--- src/rtl/core/mnrpn_pkg.sv ---
package mnrpn_pkg;

    // Channel store
    localparam int NUM_CHANNELS = 16;
    localparam int CHAN_IDX_W   = (NUM_CHANNELS > 1) ? $clog2(NUM_CHANNELS) : 1;

    // NRPN controller numbers
    localparam logic [6:0] CC_VALUE_HI = 7'd6;
    localparam logic [6:0] CC_VALUE_LO = 7'd38;
    localparam logic [6:0] CC_PARAM_LO = 7'd98;
    localparam logic [6:0] CC_PARAM_HI = 7'd99;

    // Arrival flag bits
    localparam logic [3:0] FLAG_PARAM_HI = 4'b0001;
    localparam logic [3:0] FLAG_PARAM_LO = 4'b0010;
    localparam logic [3:0] FLAG_VALUE_HI = 4'b0100;
    localparam logic [3:0] FLAG_VALUE_LO = 4'b1000;
    localparam logic [3:0] FLAGS_PARAM   = 4'b0011;
    localparam logic [3:0] FLAGS_ALL     = 4'b1111;

    // Command queue between front and back
    localparam int FIFO_DEPTH = 2;
    localparam int FIFO_PTR_W = (FIFO_DEPTH > 1) ? $clog2(FIFO_DEPTH) : 1;
    localparam int FIFO_CNT_W = $clog2(FIFO_DEPTH + 1);

    typedef struct packed {
        logic [3:0] chan;
        logic [6:0] ctrl_num;
        logic [6:0] data_val;
    } msg_t;

    typedef struct packed {
        logic        nrpn_part;
        logic        complete;
        logic [13:0] param_number;
        logic [13:0] param_value;
    } result_t;

    typedef enum logic [2:0] {
        OP_NONE     = 3'd0,
        OP_PARAM_HI = 3'd1,
        OP_PARAM_LO = 3'd2,
        OP_VALUE_HI = 3'd3,
        OP_VALUE_LO = 3'd4
    } op_t;

    typedef struct packed {
        op_t                   op;
        logic [CHAN_IDX_W-1:0] chan_idx;
        logic [6:0]            data;
    } cmd_t;

    typedef struct packed {
        logic [6:0] param_hi;
        logic [6:0] param_lo;
        logic [6:0] value_hi;
        logic [6:0] value_lo;
        logic [3:0] flags;
    } entry_t;

endpackage

--- src/rtl/core/mnrpn_front.sv ---
module mnrpn_front (
    input  logic                msg_valid,
    output logic                msg_ready,
    input  mnrpn_pkg::msg_t     msg,
    output logic                cmd_valid,
    input  logic                cmd_ready,
    output mnrpn_pkg::cmd_t     cmd
);
    import mnrpn_pkg::*;

    logic in_range;

    // Channel range check
    assign in_range = ({1'b0, msg.chan} < 5'(NUM_CHANNELS));

    // Decode controller into an operation
    always_comb
    begin
        cmd.op       = OP_NONE;
        cmd.chan_idx = msg.chan[CHAN_IDX_W-1:0];
        cmd.data     = msg.data_val;
        if (in_range)
        begin
            case (msg.ctrl_num)
                CC_PARAM_HI: cmd.op = OP_PARAM_HI;
                CC_PARAM_LO: cmd.op = OP_PARAM_LO;
                CC_VALUE_HI: cmd.op = OP_VALUE_HI;
                CC_VALUE_LO: cmd.op = OP_VALUE_LO;
                default:     cmd.op = OP_NONE;
            endcase
        end
    end

    assign cmd_valid = msg_valid;
    assign msg_ready = cmd_ready;

endmodule

--- src/rtl/core/mnrpn_fifo.sv ---
module mnrpn_fifo (
    input  logic             clk,
    input  logic             rst_n,
    input  logic             wr_valid,
    output logic             wr_ready,
    input  mnrpn_pkg::cmd_t  wr_data,
    output logic             rd_valid,
    input  logic             rd_ready,
    output mnrpn_pkg::cmd_t  rd_data
);
    import mnrpn_pkg::*;

    cmd_t                  entries_reg [FIFO_DEPTH];
    logic [FIFO_PTR_W-1:0] wr_ptr_reg, wr_ptr_next;
    logic [FIFO_PTR_W-1:0] rd_ptr_reg, rd_ptr_next;
    logic [FIFO_CNT_W-1:0] count_reg, count_next;
    logic                  push, pop;

    assign wr_ready = (count_reg != FIFO_CNT_W'(FIFO_DEPTH));
    assign rd_valid = (count_reg != '0);
    assign rd_data  = entries_reg[rd_ptr_reg];
    assign push     = wr_valid && wr_ready;
    assign pop      = rd_valid && rd_ready;

    // Pointer and count update
    always_comb
    begin
        wr_ptr_next = wr_ptr_reg;
        rd_ptr_next = rd_ptr_reg;
        count_next  = count_reg;
        if (push)
        begin
            wr_ptr_next = (wr_ptr_reg == FIFO_PTR_W'(FIFO_DEPTH - 1)) ? '0
                                                                      : wr_ptr_reg + 1'b1;
        end
        if (pop)
        begin
            rd_ptr_next = (rd_ptr_reg == FIFO_PTR_W'(FIFO_DEPTH - 1)) ? '0
                                                                      : rd_ptr_reg + 1'b1;
        end
        case ({push, pop})
            2'b10:   count_next = count_reg + 1'b1;
            2'b01:   count_next = count_reg - 1'b1;
            default: count_next = count_reg;
        endcase
    end

    always_ff @(posedge clk or negedge rst_n)
    begin
        if (!rst_n)
        begin
            wr_ptr_reg <= '0;
            rd_ptr_reg <= '0;
            count_reg  <= '0;
        end
        else
        begin
            wr_ptr_reg <= wr_ptr_next;
            rd_ptr_reg <= rd_ptr_next;
            count_reg  <= count_next;
        end
    end

    // Storage, no reset needed
    always_ff @(posedge clk)
    begin
        if (push)
        begin
            entries_reg[wr_ptr_reg] <= wr_data;
        end
    end

    a_count_bound: assert property (@(posedge clk) disable iff (!rst_n)
        count_reg <= FIFO_CNT_W'(FIFO_DEPTH))
        else $error("queue count beyond depth");

endmodule

--- src/rtl/core/mnrpn_back.sv ---
module mnrpn_back (
    input  logic                clk,
    input  logic                rst_n,
    input  logic                cmd_valid,
    output logic                cmd_ready,
    input  mnrpn_pkg::cmd_t     cmd,
    output logic                res_valid,
    input  logic                res_ready,
    output mnrpn_pkg::result_t  res
);
    import mnrpn_pkg::*;

    entry_t  store_reg [NUM_CHANNELS];
    entry_t  cur, upd;
    result_t res_reg, res_next;
    logic    res_valid_reg, res_valid_next;
    logic    pop, part, done;

    assign cmd_ready = !res_valid_reg || res_ready;
    assign pop       = cmd_valid && cmd_ready;
    assign cur       = store_reg[cmd.chan_idx];

    // Read-modify-write of the channel entry
    always_comb
    begin
        upd  = cur;
        part = 1'b0;
        done = 1'b0;
        case (cmd.op)
            OP_PARAM_HI:
            begin
                part         = 1'b1;
                upd.param_hi = cmd.data;
                upd.flags    = cur.flags | FLAG_PARAM_HI;
            end
            OP_PARAM_LO:
            begin
                part         = 1'b1;
                upd.param_lo = cmd.data;
                upd.flags    = cur.flags | FLAG_PARAM_LO;
            end
            OP_VALUE_HI:
            begin
                if ((cur.flags & FLAGS_PARAM) == FLAGS_PARAM)
                begin
                    part         = 1'b1;
                    upd.value_hi = cmd.data;
                    upd.flags    = cur.flags | FLAG_VALUE_HI;
                end
            end
            OP_VALUE_LO:
            begin
                if ((cur.flags & FLAGS_PARAM) == FLAGS_PARAM)
                begin
                    part         = 1'b1;
                    upd.value_lo = cmd.data;
                    upd.flags    = cur.flags | FLAG_VALUE_LO;
                end
            end
            default:
            begin
                part = 1'b0;
            end
        endcase

        // Full sequence: emit and clear the channel
        res_next              = '0;
        res_next.nrpn_part    = part;
        if (part && (upd.flags == FLAGS_ALL))
        begin
            done                  = 1'b1;
            res_next.complete     = 1'b1;
            res_next.param_number = {upd.param_hi, upd.param_lo};
            res_next.param_value  = {upd.value_hi, upd.value_lo};
            upd                   = '0;
        end
    end

    // Output register valid
    always_comb
    begin
        res_valid_next = res_valid_reg;
        if (pop)
        begin
            res_valid_next = 1'b1;
        end
        else if (res_ready)
        begin
            res_valid_next = 1'b0;
        end
    end

    always_ff @(posedge clk or negedge rst_n)
    begin
        if (!rst_n)
        begin
            res_valid_reg <= 1'b0;
            for (int i = 0; i < NUM_CHANNELS; i++)
            begin
                store_reg[i] <= '0;
            end
        end
        else
        begin
            res_valid_reg <= res_valid_next;
            if (pop && part)
            begin
                store_reg[cmd.chan_idx] <= upd;
            end
        end
    end

    always_ff @(posedge clk)
    begin
        if (pop)
        begin
            res_reg <= res_next;
        end
    end

    assign res_valid = res_valid_reg;
    assign res       = res_reg;

    a_complete_is_part: assert property (@(posedge clk) disable iff (!rst_n)
        res_valid_reg |-> (!res_reg.complete || res_reg.nrpn_part))
        else $error("complete result not marked as NRPN");

    a_zero_unless_complete: assert property (@(posedge clk) disable iff (!rst_n)
        (res_valid_reg && !res_reg.complete)
            |-> (res_reg.param_number == '0 && res_reg.param_value == '0))
        else $error("numbers nonzero on incomplete result");

    a_clear_after_done: assert property (@(posedge clk) disable iff (!rst_n)
        (pop && done) |=> (store_reg[$past(cmd.chan_idx)].flags == '0))
        else $error("channel not cleared after completion");

    a_value_needs_param: assert property (@(posedge clk) disable iff (!rst_n)
        pop |-> (((cur.flags & (FLAG_VALUE_HI | FLAG_VALUE_LO)) == '0)
                 || ((cur.flags & FLAGS_PARAM) == FLAGS_PARAM)))
        else $error("value byte stored without both parameter bytes");

endmodule

--- src/rtl/core/midi_nrpn_assembler_unit.sv ---
// NRPN assembler for MIDI control-change items.
// Input channel msg (msg_valid/msg_ready): one control-change item with
// channel, controller number and 7-bit value. Output channel res
// (res_valid/res_ready): exactly one result item per input item, in order,
// carrying the NRPN flag, the complete flag and the 14-bit parameter number
// and value (both zero unless complete).
// An item passes the command queue and its result is held in the back end's
// output register; with the receiver ready, it is taken at the next edge.
// Throughput: one item per cycle while the receiver does not stall, set
// by the read-modify-write of the back end's 16-entry channel register file.
// A two-entry command queue sits between the decode front and the back end;
// the back end's output register lets it take a new item in the cycle its
// waiting result is taken. When the receiver stalls, the result holds, the
// queue fills and msg_ready drops once the queue is full.
// Reset clears every channel entry, the queue and the output valid at once;
// the block accepts items in the first cycle after reset.
module midi_nrpn_assembler_unit (
    input  logic                clk,
    input  logic                rst_n,
    input  logic                msg_valid,
    output logic                msg_ready,
    input  mnrpn_pkg::msg_t     msg,
    output logic                res_valid,
    input  logic                res_ready,
    output mnrpn_pkg::result_t  res
);
    import mnrpn_pkg::*;

    logic front_valid, front_ready;
    cmd_t front_cmd;
    logic back_valid, back_ready;
    cmd_t back_cmd;

    mnrpn_front u_front (
        .msg_valid (msg_valid),
        .msg_ready (msg_ready),
        .msg       (msg),
        .cmd_valid (front_valid),
        .cmd_ready (front_ready),
        .cmd       (front_cmd)
    );

    mnrpn_fifo u_fifo (
        .clk      (clk),
        .rst_n    (rst_n),
        .wr_valid (front_valid),
        .wr_ready (front_ready),
        .wr_data  (front_cmd),
        .rd_valid (back_valid),
        .rd_ready (back_ready),
        .rd_data  (back_cmd)
    );

    mnrpn_back u_back (
        .clk       (clk),
        .rst_n     (rst_n),
        .cmd_valid (back_valid),
        .cmd_ready (back_ready),
        .cmd       (back_cmd),
        .res_valid (res_valid),
        .res_ready (res_ready),
        .res       (res)
    );

endmodule

--- config.mk ---
export PLATFORM = sky130hd
export DESIGN_NAME = midi_nrpn_assembler_unit
export DESIGN_NICKNAME = d
export VERILOG_FILES = /design/src/rtl/core/mnrpn_pkg.sv /design/src/rtl/core/mnrpn_front.sv /design/src/rtl/core/mnrpn_fifo.sv /design/src/rtl/core/mnrpn_back.sv /design/src/rtl/core/midi_nrpn_assembler_unit.sv
export SDC_FILE = /design/constraint.sdc
export NUM_CORES = 1
export LEC_CHECK = 0
export BUFFER_PORTS_ARGS = -buffer_cell sky130_fd_sc_hd__buf_2
export CORE_ASPECT_RATIO = 1.25
export CORE_MARGIN = 5
export CORE_UTILIZATION = 40
export CTS_CLUSTER_SIZE = 28
export DETAILED_ROUTE_END_ITERATION = 8
export MAX_ROUTING_LAYER = met4
export PLACE_DENSITY = 0.63
export SYNTH_ARGS = -nofsm -noshare
export SYNTH_HDL_FRONTEND = slang
export SYNTH_SLANG_ARGS = --single-unit
--- constraint.sdc ---
create_clock -name clk -period 8.14 [get_ports clk]
set_input_delay 0.814 -clock clk [delete_from_list [all_inputs] [get_ports clk]]
set_output_delay 0.814 -clock clk [all_outputs]
set_load 0.02 [all_outputs]
==> impl_metrics.csv <==
group,metric,value,unit
outcome,outcome,"finished, final reports clean",
clock_tree,clockRootBuffer,"clkbuf_16",
power,pwr-share-seq,42.8,%
yosys,synth_seq_cells,575,
yosys,ys_types,51,
worst_setup_path,cp_slowest_cell,"nor2_1",
yosys,syn_inst,1803,
placement,routabilityCongestion,0.801,
yosys,async_reset_ff_share,89.9,%
timing,fin_hold_ws,252,ps
yosys,muxShareOfSynthArea,30.8,%
clock_tree,htree_levels,2,
yosys,seq_area_frac_synth,55.9,%
global_route,grt_pass1_vias,16800,
timing,setup_viol,0,
worst_setup_path,path_cells,"buf_4 -> mux2i_4 -> buf_4 -> mux4_2 -> and2_0 -> or4b_1 -> o211ai_1 -> nand3_1 -> nand2_1 -> inv_2 -> nor2_1 -> mux2_2",
routing,dr.pass1.iters,5,
cells_and_area,seq_area,14700,sq um
worst_setup_path,cp_num_buf_inv,3,
worst_setup_path,cp.required,8690,ps
worst_setup_path,max_stage_delay,850,ps
routing,drt_iter0_markers,1193,
placement,hpwl,39.7,mm
clock_tree,cts_hold_buf,0,
worst_setup_path,setup.worst_path.class,"flip-flop to flip-flop",
cells_and_area,areaGrowthSynthToFinish,10.4,%
yosys,synth_fp_nets,1826,
cells_and_area,mostFrequentLayoutCells,"517 x dfrtp_1, 457 x mux2_2, 143 x o21ai_0",
worst_setup_path,cp-end-kind,"flip-flop",
yosys,synth_ff_type,"dfrtp_1",
cells_and_area,design_area,29000,sq um
clock_tree,cts_resized,0,
yosys,synth_simple_gate_area_share,4.02,%
timing,fin_worst_skew,16.7,ps
yosys,yosysWarningCount,0,
cells_and_area,final_common_cell,"dfrtp_1",
yosys,synth_xor_area_share,0.167,%
clock_tree,clk_pin_slew,70,ps
yosys,synthAdderAreaFrac,0.0476,%
worst_setup_path,start_kind,"flip-flop",
worst_setup_path,rr_worst_depth,12,
cells_and_area,largest_reg_flops,512,
cells_and_area,fin_util,44.3,%
power,total_power,8.93,mW
clock_tree,cts_tree,"built",
timing,rsz0062_at_grt,"false",
timing,tightest_slew,1320,ps
timing,period_share,60.9,%
placement,place_area,27300,sq um
cells_and_area,multi_input_area,10900,sq um
global_route,grt_start_max_net_pins,161,
global_route,gr-usage-all-layers,20.2,%
global_route,grt_pass1_wl,107,mm
yosys,synth.avg_cell_area,14.6,sq um
global_route,antenna_found_initial,1,
clock_tree,cts.sinks,575,
worst_setup_path,critical_path_depth,12,
power,pwr-share-comb,29.5,%
die,die_x,239,um
die,dieArea,70900,sq um
worst_setup_path,worst_path_most_repeated_cell,"buf_4",
routing,ant_nets,0,
flow_run,drv_cap,0,
clock_tree,insertion_delay,610,ps
yosys,synth_top_family_by_area,"multiplexers",
timing,finalSetupTns,0,ps
routing,drc,0,
routing,num_vias,15700,
timing,relSlewSlack,12.0,%
die,rows,105,
timing,slew_viol_final,0,
yosys,synth_area,26300,sq um
cells_and_area,num_antenna_cells,0,
clock_tree,clock_path_buffers,3,
global_route,grt.overflow.total,0,
worst_setup_path,cp_top_family,"simple AND/OR/NAND/NOR gates",
cells_and_area,fillers,5797,
worst_setup_path,arrival,5500,ps
power,switchingPower,3.03,mW
routing,viasPerCell,5.85,
power,clockPowerShare,27.8,%
die,core,65400,sq um
power,power_density,308,nW/um^2
timing,finalCriticalPeriod,4950,ps
power,ir_drop,209,uV
power,swShare,33.9,%
clock_tree,postCtsSetupRepairBufs,0,
power,power_leakage,13.4,nW
timing,hold_viol,0,
placement,port_buffers,53,
cells_and_area,drive_above_1_share,43.0,%
die,pin_count,54,
die,dieHeight,297,um
yosys,synth_edf_count,58,
power,intPower,5.90,mW
worst_setup_path,worst-path-max-fanout,38,
cells_and_area,finish.net_count,1816,
clock_tree,cts_buffers,53,
hold_path,hold_path_class,"input pin to async pin",
routing,routed_wl,69.7,mm
die,initial_core_util,40.2,%
routing,wl_per_cell,25.9,um
yosys,synth_compound_area_share,6.01,%
timing,max_freq,202,MHz
## cell usage after synthesis (all sizes together) (4+ instances only)
cell | instances | area, sq um
edfxtp | 58 | 1740
nand2b | 6 | 37.5
nor3b | 5 | 42.5
mux2 | 520 | 5860
a41oi | 8 | 70.1
nand4 | 29 | 188
o21bai | 16 | 120
dfrtp | 517 | 12900
mux2i | 16 | 164
nand2 | 13 | 48.8
o22ai | 5 | 31.3
mux4 | 92 | 2070
nor2 | 90 | 450
nor2b | 4 | 25.0
inv | 8 | 30.0
buf | 98 | 564
clkbuf | 57 | 214
a22o | 15 | 131
a22oi | 31 | 238
nand3 | 23 | 140
a221o | 14 | 140
xnor2 | 4 | 35.0
o21ai | 143 | 716
## cell families (layout without fill, tap and decap cells)
group                      Yosys count  in the layout
adders and majority gates            1              1
muxes                              628            628
AOI/OAI and AO/OA                  248            248
and+or+nand+nor                    183            183
DFF                                575            575
xor gates and xnor gates             5              5
buffers and inverters              163            197
## path summary, 6_finish.rpt
| kind | startpoint | to | slack, ps |
|---|---|---|---|
| min in group clk | msg[3] | u_fifo.entries_reg[1][3] | 390 |
| min | rst_n | u_back.store_reg[381] | 250 |
| max | u_fifo.rd_ptr_reg | u_back.store_reg[351] | 3190 |
| max in group asynchronous | rst_n | u_back.store_reg[165] | 6270 |
| max reg2reg | u_fifo.rd_ptr_reg | u_back.store_reg[351] | 3190 |
| min reg2reg | u_back.store_reg[282] | u_back.store_reg[282] | 480 |
## final cells by class
cell class	count	share of cell area, %
well taps	856	3.69
repair buffers	90	1.99
clock buffers	73	5.04
inverters	8	0.104
multi-input cells	1065	37.7
clock inverters	26	0.828
flip-flops and latches	575	50.6
## metrics by stage
stage | setup slack, ps | std cells
3_3_place_gp | 3360 | 2594
2_1_floorplan | 4760 | 1803
3_5_place_dp | 3260 | 2594
6_report | 3190 | 2693
5_1_grt | 2990 | 2693
4_1_cts | 3240 | 2693
## metal layers
metal  vias up  routed length (um)  global-route usage (%)
li1       6691                   -                       -
met1      8500               28500                    24.7
met2       418               35900                    34.6
met3       137                2900                    2.86
met4         0                2470                    6.70
met5         -                   0                       -
## power groups by stage
stage	registers, mW	logic (mW)	clock network (mW)
after floorplan	3.82	1.79	0
after CTS	3.81	2.65	2.53
after global routing	3.88	2.81	2.64
after global placement	3.82	2.58	0
after detailed placement	3.86	2.64	0
final	3.82	2.63	2.48
(Power assumes the default switching activity.)
